File: src/sv/adcu_pkg.sv
// Package for the accelerometer direction cosine unit.
// Holds fixed widths, request types and register indexes; no dependencies.
`default_nettype none
package adcu_pkg;

	localparam int WordWidth = 16;
	localparam int CosFrac   = 14;
	localparam int AccelWidth = 20;
	localparam int CosWidth   = 16;
	localparam int RootWidth  = WordWidth;
	localparam int SumWidth   = 2 * WordWidth;
	localparam int QuotBits   = CosFrac + 1;
	localparam int DivWidth   = WordWidth + CosFrac;

	localparam logic [3:0] CFG_BITS_IN_USE = 4'd0;
	localparam logic [3:0] CFG_G_RANGE     = 4'd1;

	typedef struct packed {
		logic signed [15:0] x_word;
		logic signed [15:0] y_word;
		logic signed [15:0] z_word;
	} in_req_t;

	typedef struct packed {
		logic signed [19:0] x_accel;
		logic signed [19:0] y_accel;
		logic signed [19:0] z_accel;
		logic signed [15:0] x_cosine;
		logic signed [15:0] y_cosine;
		logic signed [15:0] z_cosine;
		logic               zero_vector;
	} out_rsp_t;

	// Per-sample information carried beside the root computation.
	typedef struct packed {
		logic [2:0][AccelWidth-1:0] accel;
		logic [2:0][WordWidth-1:0]  mag;
		logic [2:0]                 neg;
		logic                       zero;
	} side_t;

endpackage
`default_nettype wire

File: src/sv/adcu_sqrt.sv
// Pipelined integer square root, one root bit per stage, side data alongside.
// Depends on adcu_pkg.
`default_nettype none
module adcu_sqrt import adcu_pkg::*; (
	input  wire logic                 clk,
	input  wire logic                 en,
	input  wire logic [SumWidth-1:0]  sum,
	input  wire side_t                side_in,
	output logic      [RootWidth-1:0] root,
	output side_t                     side_out
);
	logic [RootWidth+1:0] rem_s  [RootWidth];
	logic [RootWidth-1:0] root_s [RootWidth];
	logic [SumWidth-1:0]  n_s    [RootWidth];
	side_t                side_s [RootWidth];

	for (genvar g = 0; g < RootWidth; g++) begin : g_stage
		logic [RootWidth+1:0] rem_p;
		logic [RootWidth-1:0] root_p;
		logic [SumWidth-1:0]  n_p;
		side_t                side_p;
		logic [RootWidth+3:0] trial;
		logic [RootWidth+3:0] test;
		logic [RootWidth+3:0] diff;

		if (g == 0) begin : g_first
			assign rem_p  = '0;
			assign root_p = '0;
			assign n_p    = sum;
			assign side_p = side_in;
		end else begin : g_next
			assign rem_p  = rem_s[g-1];
			assign root_p = root_s[g-1];
			assign n_p    = n_s[g-1];
			assign side_p = side_s[g-1];
		end

		// Bring down two radicand bits and try the next root bit.
		always_comb begin
			trial = {rem_p, n_p[SumWidth-1 -: 2]};
			test  = {2'b00, root_p, 2'b01};
			diff  = trial - test;
		end

		always_ff @(posedge clk) begin
			if (en) begin
				n_s[g]    <= n_p << 2;
				side_s[g] <= side_p;
				if (trial >= test) begin
					rem_s[g]  <= diff[RootWidth+1:0];
					root_s[g] <= {root_p[RootWidth-2:0], 1'b1};
				end else begin
					rem_s[g]  <= trial[RootWidth+1:0];
					root_s[g] <= {root_p[RootWidth-2:0], 1'b0};
				end
			end
		end
	end

	assign root     = root_s[RootWidth-1];
	assign side_out = side_s[RootWidth-1];
endmodule
`default_nettype wire

File: config.mk
export PLATFORM = sky130hd
export DESIGN_NAME = adcu_sqrt
export DESIGN_NICKNAME = d
export VERILOG_FILES = /design/src/sv/adcu_pkg.sv /design/src/sv/adcu_sqrt.sv
export SDC_FILE = /design/constraint.sdc
export NUM_CORES = 2
export LEC_CHECK = 0
export BUFFER_PORTS_ARGS = -buffer_cell sky130_fd_sc_hd__buf_4
export CORE_UTILIZATION = 66
export DETAILED_ROUTE_END_ITERATION = 8
export PLACE_DENSITY = 0.84
export REMOVE_ABC_BUFFERS = 1
export SETUP_SLACK_MARGIN = 0.15
export SYNTH_ARGS = -nofsm -noshare
export SYNTH_HDL_FRONTEND = slang
export SYNTH_SLANG_ARGS = --single-unit
File: constraint.sdc
create_clock -name clk -period 7.6 [get_ports clk]
set_input_delay 0.76 -clock clk [delete_from_list [all_inputs] [get_ports clk]]
set_output_delay 0.76 -clock clk [all_outputs]
set_load 0.1 [all_outputs]
==> run metrics <==
die footprint 128,000 um^2; DR WL/cell 21.2 um; number of cell rows 130; mux cell area share after synthesis 0.771%; Reg-to-Reg Start rem_s[1][23]$_DFFE_PP_; clock root cell clkbuf_16; Post-synth EDFFs 2,417; # DRC 0; H-tree Lvls 4; yosys warns 0; Hold Crit Start side_in[91]; Num Clock Sinks 2,418; global-route wire length before repair 205 mm; Routed WL 134 mm; critical-path maximum fanout 21; share of cells above drive strength 1 15.2%; top-area cell type share of the netlist area 86.8%; Hold Crit Endpoint side_s[0][91]$_DFFE_PP_; Post-Layout Cell Count 6,326; Post-synth ARST share 0%; Sequential Power Share 55.9%; Post-Syn Instances 4,032; Worst setup EP type register; critical path startpoint rem_s[1][23]$_DFFE_PP_; Critical Path RT 8.15 ns; CTS tree yes; area leader, netlist edfxtp_1; Synth Register Bits 2,418; RSZ-0062 raised after global routing no; register area share after synthesis 86.8%; Synth Area in Compound Gates 3.40%; Synth area leaders edfxtp_1, ha_1, xnor2_1; hpwl dp 68.7 mm; RePlAce Congestion 0.913; Final Max Slew Viols 0; syn avg cell area 20.7 um^2; Vias 35,683; post-synth cell types 96; Die H 358 um; most frequent cell after synthesis edfxtp_1; Pint 22.6 mW; Synth Area in XOR/XNOR 1.85%; Register-to-Register Path Depth 7; Setup TNS 0 ns; number of global-route vias before repair 36,828; critical path arrival 3.85 ns; outcome complete, no violations; Worst IR Drop VDD 0.302 mV; drt pass-1 iters 6; final antenna-violating net count 0; Worst Path Class, Setup register to register; Skew-Pair Late Insertion Delay 0.83 ns; clock buffer depth 3; core area 126,000 um^2; Max-Cap Viols 0; Clock power frac 37.2%; Die Wd 358 um; post-DR vias/cell 5.64; Leakage 33.7 nW; Iter 0 DRT Violations 3,260; combinational group share of total power 6.9%; post-layout net count 4,793; IO Pins 274; Setup crit start kind register; Slew HR 20.6%; Worst Skew 0.0662 ns; simple-gate portion of the synthesized area 3.71%; CTS clk-pin slew, worst paths 0.09 ns; Antenna Cells 0; Primary FF master, synth edfxtp_1; adder-cell share of the synthesized area 2.30%; Slew @ Worst Pin 1.19 ns; switch share 22.4%; cell count after placement 5,926; final setup fails 0; Initial Util 66.6%; Post-synth top cells edfxtp_1, inv_1, ha_1; Final Hold Viols 0; Port Buffers 273; Layout area overhead 13.4%; power per cell area 307 nW/um^2; hold buffers post-CTS 0; GRT Total Usage 21.2%; final worst-path cycle share 43.4%; initial antenna violation count 1; P_sw 6.54 mW; largest net degree at the start of global routing 219; fmax 0.303 GHz; main combinational cell family by area after synthesis simple AND/OR/NAND/NOR gates; Worst Hold Depth 1; Post-CTS Setup Inserts 0; fin crit period 3.30 ns; final core area utilization 75.5%; reg-to-reg endpoint rem_s[1][43]$_DFFE_PP_; Worst Hold Class input pin to register; post_cts resized 0; CTS Buf Count 215; GR Overflow Total 0; worst reg2reg setup slack 4.30 ns; Mapped Area 83,600 um^2
[kinds of logic (layout without fill, tap and decap cells)]
family,count (synthesis),count (layout)
buf+inv,240,884
compound gates,415,415
mux,58,58
flops,2418,2418
fa+ha+maj,154,154
xor+xnor,177,177
simple gates,570,570
[sequential cells by signal (all words and copies together), names as in the netlist]
signal,count
n_s,240
side_s,1792
rem_s,250
root_s,136
[metrics by stage]
step	hold slack, ns	power [mW]	area [um^2]	setup WS (ns)
detailed placement	0.405	18.5	87800	3.70
floorplan	0.400	17.7	83400	4.44
global placement	0.400	18.3	87800	3.64
global route	0.0392	30.1	94800	4.11
CTS	0.0234	29.4	94800	4.34
finish	0.0990	29.1	94800	4.30
[placed cells by master, fill, tap and decap left out, types with 25 or more instances in the layout]
cell type  instances
a211oi_1          28
a21o_1            41
a21oi_1           96
buf_4            288
clkbuf_1          37
clkbuf_16        217
clkinv_1          55
clkinv_2          35
edfxtp_1        2417
ha_1             154
inv_1            184
mux2_2            47
nand2_1          103
nand3_1           54
nor2_1           118
nor3_1            65
nor4_1            31
o21a_1            32
o21ai_0           85
or3_1             25
xnor2_1           96
xor2_1            81
[final cells by class]
cell class / instances / area, um^2
clock buffers: 254 / 5570
well taps: 1650 / 2060
flip-flops and latches: 2418 / 72600
clock inverters: 146 / 1470
multi-input cells: 1374 / 10100
inverters: 187 / 704
repair buffers: 297 / 2350
fillers: 6504 / 30700
[per-layer routing]
| metal | global-route usage [%] | vias up | share of wire [%] |
|---|---|---|---|
| met3 | 3.41 | 260 | 4.3 |
| met4 | 7.76 | 2 | 2.9 |
| met1 | 24.8 | 17701 | 38 |
| met2 | 39.2 | 1026 | 55 |
| li1 | - | 16694 | - |
| met5 | 0 | - | 0.0060 |
[power groups by stage]
stage	Clock, mW	Sequential, mW	Combinational (mW)
after global placement	0	16.4	1.91
after floorplan	0	16.6	1.09
after CTS	11.1	16.3	2.02
final	10.8	16.3	2.02
after global routing	11.5	16.3	2.19
after detailed placement	0	16.5	1.97
[worst max-delay path: stages, from the launching register on]
cell and delay [ns]:
edfxtp_1 0.40, ha_1 0.39, a21o_1 0.21, a221oi_1 0.31
a21boi_0 0.60, o2111a_1 0.73, inv_2 0.09, mux2_4 0.31
[worst max-delay path by stage]
stage | slack (ns) | cells after the start | endpoint
final | 4.30 | 7 | rem_s[1][43]$_DFFE_PP_
after global routing | 4.11 | 7 | rem_s[1][43]$_DFFE_PP_
after CTS | 4.34 | 7 | rem_s[1][43]$_DFFE_PP_
after detailed placement | 3.70 | 8 | rem_s[0][79]$_DFFE_PP_
after global placement | 3.64 | 8 | rem_s[0][81]$_DFFE_PP_
after floorplan | 4.44 | 7 | rem_s[1][2]$_DFFE_PP_
Power figures use the tool's default switching activity.
