## src/sv/adcu_pkg.sv

```systemverilog
// Package for the accelerometer direction cosine unit.
// Holds fixed widths, request types and register indexes; no dependencies.
`default_nettype none
package adcu_pkg;

	localparam int WordWidth = 16;
	localparam int CosFrac   = 14;
	localparam int AccelWidth = 20;
	localparam int CosWidth   = 16;
	localparam int RootWidth  = WordWidth;
	localparam int SumWidth   = 2 * WordWidth;
	localparam int QuotBits   = CosFrac + 1;
	localparam int DivWidth   = WordWidth + CosFrac;

	localparam logic [3:0] CFG_BITS_IN_USE = 4'd0;
	localparam logic [3:0] CFG_G_RANGE     = 4'd1;

	typedef struct packed {
		logic signed [15:0] x_word;
		logic signed [15:0] y_word;
		logic signed [15:0] z_word;
	} in_req_t;

	typedef struct packed {
		logic signed [19:0] x_accel;
		logic signed [19:0] y_accel;
		logic signed [19:0] z_accel;
		logic signed [15:0] x_cosine;
		logic signed [15:0] y_cosine;
		logic signed [15:0] z_cosine;
		logic               zero_vector;
	} out_rsp_t;

	// Per-sample information carried beside the root computation.
	typedef struct packed {
		logic [2:0][AccelWidth-1:0] accel;
		logic [2:0][WordWidth-1:0]  mag;
		logic [2:0]                 neg;
		logic                       zero;
	} side_t;

endpackage
`default_nettype wire

```

## src/sv/adcu_div.sv

```systemverilog
// Pipelined restoring divider for one lane: (mag << CosFrac) / root,
// one quotient bit per stage. Depends on adcu_pkg.
`default_nettype none
module adcu_div import adcu_pkg::*; (
	input  wire logic                 clk,
	input  wire logic                 en,
	input  wire logic [WordWidth-1:0] mag,
	input  wire logic [RootWidth-1:0] root,
	output logic      [QuotBits-1:0]  quot
);
	logic [RootWidth:0]   rem_s  [QuotBits];
	logic [QuotBits-1:0]  low_s  [QuotBits];
	logic [RootWidth-1:0] dvs_s  [QuotBits];
	logic [QuotBits-1:0]  quot_s [QuotBits];
	logic [DivWidth-1:0]  dividend;

	assign dividend = {mag, {CosFrac{1'b0}}};

	for (genvar g = 0; g < QuotBits; g++) begin : g_stage
		logic [RootWidth:0]   rem_p;
		logic [QuotBits-1:0]  low_p;
		logic [RootWidth-1:0] dvs_p;
		logic [QuotBits-1:0]  quot_p;
		logic [RootWidth:0]   shifted;
		logic                 fits;

		if (g == 0) begin : g_first
			// The top part of the dividend is already below the divisor.
			assign rem_p  = (RootWidth+1)'(dividend[DivWidth-1:QuotBits]);
			assign low_p  = dividend[QuotBits-1:0];
			assign dvs_p  = root;
			assign quot_p = '0;
		end else begin : g_next
			assign rem_p  = rem_s[g-1];
			assign low_p  = low_s[g-1];
			assign dvs_p  = dvs_s[g-1];
			assign quot_p = quot_s[g-1];
		end

		always_comb begin
			shifted = {rem_p[RootWidth-1:0], low_p[QuotBits-1]};
			fits    = shifted >= {1'b0, dvs_p};
		end

		always_ff @(posedge clk) begin
			if (en) begin
				low_s[g]  <= low_p << 1;
				dvs_s[g]  <= dvs_p;
				quot_s[g] <= {quot_p[QuotBits-2:0], fits};
				rem_s[g]  <= fits ? shifted - {1'b0, dvs_p} : shifted;
			end
		end
	end

	assign quot = quot_s[QuotBits-1];
endmodule
`default_nettype wire

```

## config.mk

```make
export PLATFORM = sky130hd
export DESIGN_NAME = adcu_div
export DESIGN_NICKNAME = d
export VERILOG_FILES = /design/src/sv/adcu_pkg.sv /design/src/sv/adcu_div.sv
export SDC_FILE = /design/constraint.sdc
export NUM_CORES = 1
export LEC_CHECK = 0
export BUFFER_PORTS_ARGS = -buffer_cell sky130_fd_sc_hd__clkbuf_2
export CAP_MARGIN = 15
export CORE_ASPECT_RATIO = 0.5
export CORE_MARGIN = 1.5
export CORE_UTILIZATION = 40
export CTS_BUF_LIST = sky130_fd_sc_hd__clkbuf_2 sky130_fd_sc_hd__clkbuf_4 sky130_fd_sc_hd__clkbuf_8
export CTS_CLUSTER_SIZE = 12
export DETAILED_ROUTE_END_ITERATION = 12
export PLACE_DENSITY = 0.62
export SYNTH_ARGS = -nofsm -noshare
export SYNTH_HDL_FRONTEND = slang
export SYNTH_SLANG_ARGS = --single-unit
```

## constraint.sdc

```tcl
create_clock -name clk -period 6.3 [get_ports clk]
set_input_delay 1.89 -clock clk [delete_from_list [all_inputs] [get_ports clk]]
set_output_delay 1.89 -clock clk [all_outputs]
set_load 0.02 [all_outputs]
```

==> impl_metrics.toml <==
[setup_path]
worstPathMaxFanout = 16
start_kind = "input pin"
critPathCaptureType = "flip-flop"
crit_arrival_ns = 4.58
worst-setup-path-type = "in -> reg"
worstPathRequired_ns = 6.76

[synth]
synthCells = 2718
syn_area_per_cell_um2 = 11.78
ys_seq_elements = 568
synth_top_area_frac = 0.5327
ys_top_cells_by_count = "edfxtp_1, inv_1, ha_1"
synth-edff-count = 568
yosys_warnings = 0
ys_async_sr_fraction = 0
syn_nets = 3005
yosysTopAreaCell = "edfxtp_1"
synth_ff_type = "edfxtp_1"
netlist_area_mm2 = 0.03202
seq_area_frac_synth = 0.5327
synth_area_leaders = "edfxtp_1, ha_1, mux2_2"
synth_cell_types = 82
synth.most_common_cell = "edfxtp_1"

[routing]
drtPass1Iterations = 5
drtAntennaViolNets = 0
drt-initial-drc-count = 895
post_drt_wl_per_cell_um = 14.52
routed_wirelength_mm = 57.34
drc = 0
via_per_inst = 5.138
vias = 20286

[die]
die_h_um = 203.1
initial_utilization = 0.4034
die-area_mm2 = 0.08186
pin_count = 49
die_w_um = 403.1
row_count = 73
core_area_mm2 = 0.07937

[final_layout]
final_nets = 3112
final_area_mm2 = 0.03526
area_growth_pct = 10.12
drive_gt1_frac = 0.1274

[global_routing]
antenna_found_initial = 1
grt_pass1_vias = 20454
track_usage = 0.1405
grt_pass1_wl_mm = 95.20
grt_max_degree = 125
grt_overflow_total = 0

[pwr]
p_leak_nw = 14.39
power_w = 0.01657
power_density_mw_per_mm2 = 470.0
max-vdd-ir-drop_mv = 0.1807

[cts]
htreeDepth = 3
postCtsSetupRepairBufs = 0
clock_sinks = 568
clkTransAtPathRegs_ns = 0.07
clk_path_buf_depth = 3
cts_tree = "yes"
ctsHoldBuffers = 0
clk_latency_ns = 0.71
cts-resized-gates = 0
root_buffer = "clkbuf_8"
cts_inserted_buffers = 87

[sta]
setup_viol = 0
layout_min_cycle_time_ns = 4.125
grt_setup_unrepaired = "no"
hold_viol = 0
slew_viol_final = 0
relSlewSlack = 0.3661
post-route-period-util = 0.6548
fin_setup_tns_ns = 0
worstMarginPinSlew_ns = 0.9390
skew_ns = 0.02400
clock.fmax_mhz = 242.4

[placement]
io_buffers = 48
dp_hpwl_mm = 41.82
gp_routability_congestion = 0.8974
post_dp_cell_area_mm2 = 0.03349

[job]
drv_cap = 0

[run_status]
status = "complete, no violations"

[hold_path]
hold_path_class = "reg -> reg"
-- layer usage --
| metal | track usage | share of wire | up-vias |
|---|---|---|---|
| li1 | - | - | 10251 |
| met4 | 0.06725 | 0.040 | 0 |
| met5 | 0 | 0 | - |
| met3 | 0.03056 | 0.035 | 165 |
| met1 | 0.1590 | 0.44 | 9525 |
| met2 | 0.2523 | 0.49 | 345 |
-- power breakdown --
group	switching, W	leakage, nW	internal, W	total, W
Clock	0.00149	0.939	0.00167	0.00316
Sequential	0.000466	5.55	0.00556	0.00603
Combinational	0.00394	7.90	0.00345	0.00738
Total	0.00589	14.4	0.0107	0.0166
-- placed cells by master, fill, tap and decap left out, types with 7 or more instances in the layout --
cell,n
o31a_1,14
o21bai_1,19
mux2_2,113
nor2b_1,45
nand4_1,28
buf_4,12
o211ai_1,14
clkbuf_8,87
a21oi_1,159
nand4b_1,7
xor2_1,53
nand3_1,51
clkinv_2,9
o31ai_1,24
a31oi_1,21
clkinv_1,19
nor2_1,180
o21ai_0,121
a21boi_0,17
clkbuf_4,34
xnor2_1,87
mux2_4,14
or3_1,17
nand2_1,145
mux2i_1,25
and3_1,17
a211oi_1,25
nand2b_1,41
edfxtp_1,568
a21o_1,79
fa_1,14
nor3_1,39
clkbuf_2,47
a211o_1,12
and2_1,17
ha_1,239
or2_2,8
inv_1,294
o21a_1,45
-- critical path, cell delays in order --
cell	delay, ns
clkbuf_2	0.12
inv_1	0.05
ha_1	0.29
nor2b_4	0.14
o31a_1	0.31
or3_1	0.37
a211oi_2	0.33
a21oi_2	0.15
o21bai_4	0.51
mux2_2	0.41
-- state kept, by name, summed over array words and instances, names as in the netlist --
| register | count |
|---|---|
| rem_s | 224 |
| dvs_s | 224 |
| quot_s | 120 |
-- final cells by class --
cell class / count / area (µm²)
multi-input combinational: 1812 / 13630
clock buffer: 121 / 1453
sequential: 568 / 17060
inverter: 294 / 1104
timing repair buffer: 62 / 380.4
clock inverter: 39 / 314.1
antenna: 2 / 5.005
fill: 7290 / 44110
tap: 1050 / 1314
-- cells by family (layout without fill, tap and decap cells) --
group	Yosys count	in the layout	synth area share
adders and majority gates	253	253	0.1021
muxes	152	152	0.05412
xor gates and xnor gates	140	140	0.03829
buffers and inverters	338	516	0.04177
other	0	2	0
DFF	568	568	0.5327
and+or+nand+nor	625	625	0.09538
AOI/OAI and AO/OA	642	642	0.1356
-- through the flow --
step / utilization / setup slack [ns] / cells / hold slack [ns]
5_1_grt: 0.4442 / 2.160 / 3947 / 0.4142
4_1_cts: 0.4442 / 2.248 / 3946 / 0.4046
2_1_floorplan: - / 2.063 / 2718 / 0.4003
6_report: 0.4442 / 2.175 / 3948 / 0.4123
3_5_place_dp: 0.4219 / 1.469 / 3786 / 0.4045
3_3_place_gp: 0.4219 / 1.511 / 3786 / 0.4005
-- worst paths after layout --
check / start / to / slack (ns) / cells past startpoint
min: quot_s[5][18] / quot_s[6][4] / 0.41 / 0
max: root[1] / rem_s[0][4] / 2.17 / 10
min reg2reg: quot_s[5][18] / quot_s[6][4] / 0.41 / 0
max reg2reg: dvs_s[1][65] / rem_s[1][92] / 3.09 / 9
No activity file was read; power rests on OpenSTA's default activity.
