## config.mk

```make
export PLATFORM = sky130hd
export DESIGN_NAME = adcu_lane
export DESIGN_NICKNAME = d
export VERILOG_FILES = /design/src/sv/adcu_pkg.sv /design/src/sv/adcu_lane.sv
export SDC_FILE = /design/constraint.sdc
export NUM_CORES = 1
export LEC_CHECK = 0
export BUFFER_PORTS_ARGS = -buffer_cell sky130_fd_sc_hd__buf_4
export CAP_MARGIN = 20
export CORE_MARGIN = 2
export CORE_UTILIZATION = 40
export DETAILED_ROUTE_END_ITERATION = 10
export GPL_TIMING_DRIVEN = 0
export PLACE_DENSITY_LB_ADDON = 0.1
export RECOVER_POWER = 100
export SLEW_MARGIN = 20
export SYNTH_ARGS = -nofsm -noshare
export SYNTH_HDL_FRONTEND = slang
export SYNTH_SLANG_ARGS = --single-unit
export TNS_END_PERCENT = 30
```

## constraint.sdc

```tcl
create_clock -name clk -period 9.35 [get_ports clk]
set_input_delay 1.4025 -clock clk [delete_from_list [all_inputs] [get_ports clk]]
set_output_delay 1.4025 -clock clk [all_outputs]
set_load 0.05 [all_outputs]
```

## src/sv/adcu_pkg.sv

```systemverilog
// Package for the accelerometer direction cosine unit.
// Holds fixed widths, request types and register indexes; no dependencies.
`default_nettype none
package adcu_pkg;

	localparam int WordWidth = 16;
	localparam int CosFrac   = 14;
	localparam int AccelWidth = 20;
	localparam int CosWidth   = 16;
	localparam int RootWidth  = WordWidth;
	localparam int SumWidth   = 2 * WordWidth;
	localparam int QuotBits   = CosFrac + 1;
	localparam int DivWidth   = WordWidth + CosFrac;

	localparam logic [3:0] CFG_BITS_IN_USE = 4'd0;
	localparam logic [3:0] CFG_G_RANGE     = 4'd1;

	typedef struct packed {
		logic signed [15:0] x_word;
		logic signed [15:0] y_word;
		logic signed [15:0] z_word;
	} in_req_t;

	typedef struct packed {
		logic signed [19:0] x_accel;
		logic signed [19:0] y_accel;
		logic signed [19:0] z_accel;
		logic signed [15:0] x_cosine;
		logic signed [15:0] y_cosine;
		logic signed [15:0] z_cosine;
		logic               zero_vector;
	} out_rsp_t;

	// Per-sample information carried beside the root computation.
	typedef struct packed {
		logic [2:0][AccelWidth-1:0] accel;
		logic [2:0][WordWidth-1:0]  mag;
		logic [2:0]                 neg;
		logic                       zero;
	} side_t;

endpackage
`default_nettype wire

```

## src/sv/adcu_lane.sv

```systemverilog
// One axis lane: flag clearing, range scaling and squaring, one register stage.
// Depends on adcu_pkg.
`default_nettype none
module adcu_lane import adcu_pkg::*; (
	input  wire logic                         clk,
	input  wire logic                         en,
	input  wire logic [15:0]                  word,
	input  wire logic [3:0]                   drop,
	input  wire logic [4:0]                   range,
	output logic      [AccelWidth-1:0]        accel_s1,
	output logic      [WordWidth-1:0]         mag_s1,
	output logic                              neg_s1,
	output logic      [SumWidth-1:0]          square_s1
);
	logic signed [WordWidth-1:0]   aligned;
	logic signed [WordWidth+5:0]   scaled;
	logic signed [SumWidth-1:0]    square;

	// Clear the low flag bits, then scale and square the aligned value.
	always_comb begin
		aligned = $signed(word[WordWidth-1:0] & ({WordWidth{1'b1}} << drop));
		scaled  = aligned * $signed({1'b0, range});
		square  = aligned * aligned;
	end

	always_ff @(posedge clk) begin
		if (en) begin
			accel_s1  <= scaled[AccelWidth-1:0];
			neg_s1    <= aligned[WordWidth-1];
			mag_s1    <= aligned[WordWidth-1] ? WordWidth'(-aligned) : WordWidth'(aligned);
			square_s1 <= SumWidth'(square);
		end
	end
endmodule
`default_nettype wire

```

==> results of run 1 <==
-- power by group through the flow --
stage | Clock [W] | Combinational [W] | Sequential (W)
2_1_floorplan | 0 | 0.00173 | 0.000835
3_3_place_gp | 0 | 0.00262 | 0.000547
3_5_place_dp | 0 | 0.00263 | 0.000546
4_1_cts | 0.000384 | 0.00265 | 0.000541
5_1_grt | 0.000394 | 0.00290 | 0.000549
6_report | 0.000365 | 0.00252 | 0.000539
-- worst paths after layout --
kind / start / end / slack, ns
min: word[15] / neg_s1$_DFFE_PP_ / 1.37
max: drop[3] / square_s1[28]$_DFFE_PP_ / 0.53
-- layout by cell type, fill, tap and decap left out, types with 6 or more instances in the layout --
master / Yosys / routed
sky130_fd_sc_hd__inv_1: 377 / 379
sky130_fd_sc_hd__fa_1: 280 / 280
sky130_fd_sc_hd__nand2_1: 126 / 126
sky130_fd_sc_hd__ha_1: 125 / 125
sky130_fd_sc_hd__clkbuf_1: 28 / 101
sky130_fd_sc_hd__nor2_1: 75 / 75
sky130_fd_sc_hd__edfxtp_1: 67 / 67
sky130_fd_sc_hd__xnor2_1: 59 / 59
sky130_fd_sc_hd__and2_1: 50 / 47
sky130_fd_sc_hd__a21oi_1: 31 / 31
sky130_fd_sc_hd__and3_1: 28 / 28
sky130_fd_sc_hd__buf_4: 3 / 23
sky130_fd_sc_hd__a21o_1: 17 / 17
sky130_fd_sc_hd__xor2_1: 17 / 17
sky130_fd_sc_hd__o21ai_0: 11 / 16
sky130_fd_sc_hd__nand3_1: 15 / 15
sky130_fd_sc_hd__nor3_1: 13 / 13
sky130_fd_sc_hd__o21a_1: 10 / 10
sky130_fd_sc_hd__clkbuf_16: 0 / 9
sky130_fd_sc_hd__o21ai_1: 11 / 7
sky130_fd_sc_hd__nand2b_1: 6 / 6
sky130_fd_sc_hd__o31ai_1: 6 / 6
sky130_fd_sc_hd__a31oi_1: 6 / 6
-- stage by stage --
step	utilization [%]	std cells	area (um^2)	power, W	hold slack [ns]
final	44.2	1999	15200	0.00343	1.37
after global routing	44.2	1998	15200	0.00384	1.34
after CTS	45.0	1998	15500	0.00358	1.23
after detailed placement	44.1	1982	15200	0.00318	1.63
after global placement	44.1	1982	15200	0.00316	1.63
after floorplan	-	1435	13900	0.00256	1.50
-- cells by family after synthesis --
group	after synthesis	share of synthesized area, %
simple gates	332	11.2
other cells	1	0.0270
xor+xnor	76	4.79
buf+inv	425	11.6
compound gates	127	6.28
flops	67	14.5
fa+ha+maj	405	51.6
mux	2	0.144
-- sequential cells by signal, summed over array words and instances, names as in the netlist --
register   cells
neg_s1         1
square_s1     30
accel_s1      20
mag_s1        16
-- layout make-up --
| type | count | area [um^2] | share of cell area (%) |
|---|---|---|---|
| multi-input combinational | 943 | 10300 | 67.6 |
| sequential | 67 | 2010 | 13.2 |
| inverter | 385 | 1450 | 9.51 |
| tap | 455 | 569 | 3.75 |
| timing repair buffer | 92 | 424 | 2.79 |
| clock buffer | 9 | 225 | 1.48 |
| buffer | 40 | 165 | 1.09 |
| clock inverter | 7 | 76.3 | 0.502 |
| antenna | 1 | 2.50 | 0.0165 |
-- per-layer routing --
metal / routed length, um / GRT usage [%]
met1: 14900 / 27.7
met2: 17100 / 36.0
met3: 1610 / 3.11
met4: 421 / 4.00
met5: 0 / 0
-- worst max-delay path, delay by kind of cell --
kind | cells | cell delay [ns]
compound gates | 5 | 1.46
xor+xnor | 1 | 0.09
buf+inv | 7 | 1.29
simple gates | 5 | 1.29
fa+ha+maj | 7 | 3.39
==> run metrics, run 1 <==
number of antenna violations at the first check in global routing 1; required time at the worst-slack endpoint 9.46 ns; highest ir drop seen on vdd between 0.3 and 0.4 mV; post-synthesis cell count approximately 1.4k; final slew viol count 68; Max clock buf depth 2; number of enable flip-flop cells after synthesis between 60 and 70; detailed-route vias per instance between 4 and 5; cell with the most instances after synthesis sky130_fd_sc_hd__inv_1; WL per Instance 17.0 um; delay of the slowest cell on the worst path 0.59 ns; minimum period implied by the final worst setup slack ~8.8 ns; Post-CTS Setup Repair Bufs 0; number of I/O pins between 90 and 100; chip width 190 um; Yosys top cell by area sky130_fd_sc_hd__fa_1; outcome complete, but fails checks; detailed-route via count roughly 10k; detailed placement HPWL 28.5 mm; power dissipated by switching net loads 0.00173 W; fraction of final layout cells sized beyond drive strength 1 around 3.5%; switching power share of the total about half; Combinational Power Share about 74%; ANT nets after route 0; distinct cell type count after synthesis 57; max-capacitance violation count 1; pre-CTS worst setup slack between 0.15 and 0.2 ns; number of gates resized after cts 0; Die Span Y 190 um; peak clock frequency supported by timing around 110 MHz; path type of the worst setup path in -> reg; clock edge transition at the registers on the reported setup and hold paths 0.06 ns; Setup-failing EPs final 0; library cell contributing the largest single delay on the critical path sky130_fd_sc_hd__fa_1; net count of the mapped netlist between 1.5k and 2k; area of the placeable core about 34000 um^2; iteration-0 DRC count of the detailed router about 450; data arrival time at the worst-slack endpoint 8.94 ns; path type of the worst min-delay path in -> reg; TritonCTS clock tree built; hold violation total from the final report 0; critical-path maximum fanout 10; post-synthesis cell area approximately 14000 um^2; Final #Nets 1970; worst relative slew slack -149%; first-pass GRT wire length approximately 57 mm; top_reg_cell synth sky130_fd_sc_hd__edfxtp_1; Pre-antenna DRT Iters 5; Setup crit end kind register; CTS Hold Bufs 0; Tightest Pin Transition between 3 and 4 ns; Site Rows 68; library cell appearing most often on the critical path sky130_fd_sc_hd__fa_1; RSZ-0062 raised after global routing false; violations in the final reports max-capacitance violations, max-slew violations; average cell area after synthesis 9.69 um^2; weighted congestion reported at the end of routability-driven placement 0.857; clock network fraction of design power 10.6%; port bufs about 90; Congestion Overflow GR 0; sort of element at the start of the critical path input pin; htree depth 3; sequential cell fraction of total power about 16%; area overhead of the layout relative to synthesis 9.23%; part of the Yosys area used for sequential elements approximately 14%; count of filler cells inserted in the layout ~3.5k; post-synthesis register bit count 67; number of warnings issued by yosys 0; vias in the first global route between 10k and 15k; setup TNS 0 ns; pin count of the biggest net entering global routing 68; TritonCTS Buffers 9; power density over the cells between 200 and 250 nW/um^2; total die area approximately 36000 um^2; starting density of the core approximately two fifths; GRT Overall Usage 20.7%; Final Routed Wirelength 34.0 mm; number of cells on the worst hold path 1; Leak Pwr between 7 and 8 nW; cell internal pwr 0.00170 W; root buffer cell sky130_fd_sc_hd__clkbuf_16; Yosys top cell area share just over 40%; most used standard cells in the synthesized netlist 377 x sky130_fd_sc_hd__inv_1, 280 x sky130_fd_sc_hd__fa_1, 126 x sky130_fd_sc_hd__nand2_1; period utilisation layout between 90 and 100%; fraction of synthesis flops using an asynchronous set or reset pin 0%; final routed DRC violation total 0; number of clock sinks seen by CTS between 60 and 70; Synth area leaders sky130_fd_sc_hd__fa_1 40%, sky130_fd_sc_hd__edfxtp_1 14%, sky130_fd_sc_hd__ha_1 11%; smallest setup slack after layout 0.526 ns
(Power assumes the default switching activity.)
==> run 2: changes to the inputs <==
- CORE_MARGIN: 2 -> 5
- RECOVER_POWER: 100 -> default
==> run 2 against run 1 <==
Compared with the run above:
- critical path depth unchanged
- routed wire length up 1.9%
- clock power up 7.4%
- count of clock-buffer cells in the layout unchanged
- maximum frequency down 0.55%
- non-clock buffer count unchanged
- hold slack worse by 0.11 ns
- critical endpoint is now square_s1[27]$_DFFE_PP_
- the flow now finishes without violations
==> run metrics, run 2 (synthesis gave the netlist of run 1 again) <==
outcome finished clean; detailed-route via count 9820; vias in the first global route approximately 11k; total die area approximately 39000 um^2; Final #Nets slightly below 2k; register with the most flip-flops square_s1; number of clock sinks seen by CTS between 60 and 70; count of filler cells inserted in the layout approximately 3.4k; weighted congestion reported at the end of routability-driven placement ~0.85; path type of the worst min-delay path in -> reg; library cell contributing the largest single delay on the critical path sky130_fd_sc_hd__buf_1; port bufs 92; detailed placement HPWL between 20 and 30 mm; design area around 15000 um^2; commonest non-fill, non-tap cell in the layout sky130_fd_sc_hd__inv_1; library cell appearing most often on the critical path sky130_fd_sc_hd__fa_1; flip-flop count of the largest register after layout 30; number of antenna violations at the first check in global routing 0; peak clock frequency supported by timing 113 MHz; period utilisation layout 94.9%; Max clock buf depth 2; htree depth 3; Placed Area about 15000 um^2; first-pass GRT wire length between 50 and 60 mm; Die Span Y a little under 200 um; critical-path maximum fanout 10; Pre-antenna DRT Iters 5; delay of the slowest cell on the worst path 0.66 ns; Setup-failing EPs final 0; minimum period implied by the final worst setup slack around 8.9 ns; required time at the worst-slack endpoint around 9.5 ns; TritonCTS clock tree built; Power, Total 0.00353 W; ANT nets after route 0; iteration-0 DRC count of the detailed router 530; hold violation total from the final report 0; registers with the highest flip-flop counts square_s1 (30), accel_s1 (20), mag_s1 (16); Leak Pwr 8.08 nW; detailed-route vias per instance approximately 5; most used cells in the layout excluding fill and tap cells 377 x sky130_fd_sc_hd__inv_1, 280 x sky130_fd_sc_hd__fa_1, 126 x sky130_fd_sc_hd__nand2_1; CTS Hold Bufs 0; clock edge transition at the registers on the reported setup and hold paths around 0.070 ns; highest ir drop seen on vdd 0.423 mV; sort of element at the start of the critical path input pin; pre-CTS worst setup slack about 0.13 ns; final routed DRC violation total 0; number of cells in the finished layout apart from fillers about 2.0k; Site Rows 68; root buffer cell sky130_fd_sc_hd__clkbuf_16; max-capacitance violation count 0; final slew viol count 0; RSZ-0062 raised after global routing false; Congestion Overflow GR 0; placed cell count a little under 2k; pin count of the biggest net entering global routing 68; smallest setup slack after layout 0.478 ns; area overhead of the layout relative to synthesis 11.4%; GRT Overall Usage around a fifth; worst relative slew slack just over 40%; number of I/O pins 96; Final Routed Wirelength around 35 mm; TritonCTS Buffers 9; setup TNS 0 ns; Post-CTS Setup Repair Bufs 0; WL per Instance approximately 17 um; fraction of final layout cells sized beyond drive strength 1 8.55%; area of the placeable core ~34000 um^2; number of gates resized after cts 0; starting density of the core 40.4%; chip width 196 um; path type of the worst setup path in -> reg; Tightest Pin Transition approximately 0.9 ns; power density over the cells between 200 and 250 nW/um^2; data arrival time at the worst-slack endpoint around 9.0 ns; Setup crit end kind register
==> run 2: worst paths after layout <==
| check | endpoint | cells after the start | from |
|---|---|---|---|
| worst max-delay path | square_s1[27]$_DFFE_PP_ | 25 | drop[2] |
| worst min-delay path | neg_s1$_DFFE_PP_ | 1 | word[15] |
==> run 2: through the flow <==
stage,hold slack (ns),util (%)
finish,1.25,45.0
global route,1.24,45.0
CTS,1.24,45.0
detailed placement,1.63,44.0
global placement,1.64,44.0
floorplan,1.50,-
==> run 2: critical path, delay by kind of cell <==
kind	cells	cell delay, ns
fa+ha+maj	7	3.01
buf+inv	7	1.34
compound gates	7	2.14
xor+xnor	1	0.11
simple gates	3	0.97
==> run 2: power breakdown <==
part	leakage [nW]	internal (W)	switching, W
combinational	7.27	0.00104	0.00155
clock	0.156	0.000235	0.000157
sequential	0.650	0.000518	0.0000252
==> run 2: metal layers <==
metal / vias up / GRT usage (%) / routed length [um] / share of wire (%)
met1: 5044 / 25.3 / 15000 / 43
met2: 189 / 33.6 / 17400 / 50
met4: 0 / 4.53 / 544 / 1.6
met5: - / 0 / 0 / 0
met3: 30 / 3.30 / 1670 / 4.8
li1: 4557 / - / - / -
==> run 2: layout make-up <==
| cell class | count | area, um^2 | share of cell area [%] |
|---|---|---|---|
| Antenna cell | 1 | 2.50 | 0.0161 |
| Buffer | 40 | 166 | 1.07 |
| Clock buffer | 9 | 225 | 1.45 |
| Clock inverter | 7 | 98.8 | 0.638 |
| Inverter | 385 | 1450 | 9.32 |
| Multi-Input combinational cell | 943 | 10300 | 66.4 |
| Sequential cell | 67 | 2010 | 13.0 |
| Tap cell | 455 | 569 | 3.67 |
| Timing Repair Buffer | 92 | 691 | 4.46 |
==> run 3: changes to the inputs <==
- CELL_PAD_IN_SITES_DETAIL_PLACEMENT: default -> 1
- CELL_PAD_IN_SITES_GLOBAL_PLACEMENT: default -> 2
==> run 3 against run 2 <==
Compared with the run above:
- core utilization fell by 0.11 points
- critical path depth fell by 1
- final cell count fell by 0.10%
- total power rose by 0.66%
- non-clock buffer count fell by 1
- highest routed layer unchanged
- global-route usage rose by 1.2 points
- worst setup slack improved by 0.17 ns
- maximum frequency rose by 2.0%
- via count fell by 0.18%
- combinational power rose by 2%
- largest cell class unchanged
==> run metrics, run 3 (synthesis gave the netlist of run 1 again) <==
detailed placement HPWL about 32 mm; Power, Total approximately 0.0035 W; library cell appearing most often on the critical path sky130_fd_sc_hd__fa_1; path type of the worst min-delay path in -> reg; area of combinational cells with multiple inputs just over 10000 um^2; fraction of final layout cells sized beyond drive strength 1 under 10%; Final Routed Wirelength roughly 37 mm; number of clock sinks seen by CTS 67; chip width about 200 um; Setup crit end kind register; register with the most flip-flops square_s1; starting density of the core around two fifths; commonest non-fill, non-tap cell in the layout sky130_fd_sc_hd__inv_1; peak clock frequency supported by timing between 100 and 150 MHz; most used cells in the layout excluding fill and tap cells 377 x sky130_fd_sc_hd__inv_1, 280 x sky130_fd_sc_hd__fa_1, 126 x sky130_fd_sc_hd__nand2_1; path type of the worst setup path in -> reg; Worst Path Buf+Inv 6; worst relative slew slack approximately 37%; flip-flop count of the largest register after layout 30; vias in the first global route between 10k and 15k; TritonCTS Buffers 9; iteration-0 DRC count of the detailed router roughly 360; data arrival time at the worst-slack endpoint ~9 ns; Setup-failing EPs final 0; registers with the highest flip-flop counts square_s1 (30), accel_s1 (20), mag_s1 (16); number of I/O pins 96; max layer used met4; number of antenna violations at the first check in global routing 1; Site Rows a little under 70; WL per Instance 18.4 um; Die Span Y just under 200 um; endpoint with the worst hold slack neg_s1$_DFFE_PP_; power density over the cells about 230 nW/um^2; Routed met2 length between 15 and 20 mm; max-capacitance violation count 0; minimum period implied by the final worst setup slack 8.70 ns; required time at the worst-slack endpoint ~9.5 ns; root buffer cell sky130_fd_sc_hd__clkbuf_16; Post-CTS Setup Repair Bufs 0; antenna diode count 0; delay of the slowest cell on the worst path 0.61 ns; detailed-route vias per instance ~5; final slew viol count 0; weighted congestion reported at the end of routability-driven placement ~0.84; Congestion Overflow GR 0; period utilisation layout between 90% and 100%; WL met1 ~16 mm; number of cells in the finished layout apart from fillers 1997; GRT Overall Usage between 20 and 25%; clock edge transition at the registers on the reported setup and hold paths 0.07 ns; count of filler cells inserted in the layout a little under 4k; pin count of the biggest net entering global routing 68; met3 wire length around 1.2 mm; Max clock buf depth 2; outcome finished clean; htree depth 3; final routed DRC violation total 0; hold violation total from the final report 0; number of gates resized after cts 0; RSZ-0062 raised after global routing false; port bufs around 90; number of cells on the worst hold path 1; CP delay by family, top adder cells; HP Start word[15]; library cell contributing the largest single delay on the critical path sky130_fd_sc_hd__clkbuf_1; area of the placeable core roughly 34000 um^2; TritonCTS clock tree built; critical-path maximum fanout 10; total die area 38600 um^2; detailed-route via count 9802; area taken by flip-flops and latches 2010 um^2; sort of element at the start of the critical path input pin; first-pass GRT wire length roughly 60 mm; Leak Pwr 8.07 nW; setup TNS 0 ns; area overhead of the layout relative to synthesis 11.2%; ANT nets after route 0; Pre-antenna DRT Iters 4; Tightest Pin Transition about 0.94 ns; placed cell count approximately 2.0k; cell-by-cell listing of the critical path buf_4 -> buf_2 -> a21boi_1 -> nor2b_1 -> clkbuf_1 -> nand2_1 -> fa_1 -> fa_1 -> fa_1 -> inv_1 -> fa_1 -> fa_1 -> inv_1 -> fa_1 -> inv_1 -> ha_1 -> a211oi_1 -> nor2_1 -> o41ai_1 -> o21a_1 -> nand3_1 -> a31o_2 -> a21oi_1 -> xnor2_1; Final #Nets 1969; highest ir drop seen on vdd approximately 0.32 mV
-- run 3: worst max path at each step --
| stage | slack, ns | start | cells after the start | end |
|---|---|---|---|---|
| global placement | 0.13 | drop[2] | 25 | square_s1[31]$_DFFE_PP_ |
| global route | 0.06 | drop[2] | 24 | square_s1[28]$_DFFE_PP_ |
| floorplan | 1.64 | drop[1] | 23 | square_s1[28]$_DFFE_PP_ |
| finish | 0.65 | drop[2] | 24 | square_s1[28]$_DFFE_PP_ |
| detailed placement | 0.07 | drop[2] | 25 | square_s1[31]$_DFFE_PP_ |
| CTS | 0.47 | drop[2] | 25 | square_s1[28]$_DFFE_PP_ |
-- run 3: final cells by class --
type,instances,share of cell area (%)
clock inverters,6,0.421
well taps,455,3.68
inverters,385,9.35
plain buffers,39,1.05
repair buffers,92,4.47
flip-flops and latches,67,13.0
multi-input cells,943,66.5
clock buffers,10,1.48
-- run 3: where the power goes --
| group | switching [W] | internal [W] |
|---|---|---|
| Sequential | 0.0000230 | 0.000518 |
| Combinational | 0.00160 | 0.00106 |
| Clock | 0.000149 | 0.000207 |
| Total | 0.00177 | 0.00178 |
-- run 3: layer usage --
layer / up-vias / global-route usage (%)
met5: - / 0
met2: 120 / 36.4
met4: 0 / 5.07
met3: 33 / 2.77
met1: 5092 / 26.8
li1: 4557 / -
-- run 3: timing repair --
| item | 4_1_cts | 5_1_grt |
|---|---|---|
| endpoints found under the hold margin | 0 | 0 |
| setup endpoints to repair | 0 | 1 |
| hold buffers | 0 | 0 |
-- run 3: stage by stage --
step           util (%)  setup slack (ns)  cell area, um^2  hold WS [ns]
4_1_cts            44.9             0.465            15500          1.21
5_1_grt            44.9            0.0636            15500          1.22
3_3_place_gp       44.0             0.134            15200          1.62
6_report           44.9             0.648            15500          1.23
3_5_place_dp       44.0            0.0707            15200          1.62
2_1_floorplan         -              1.64            13900          1.50
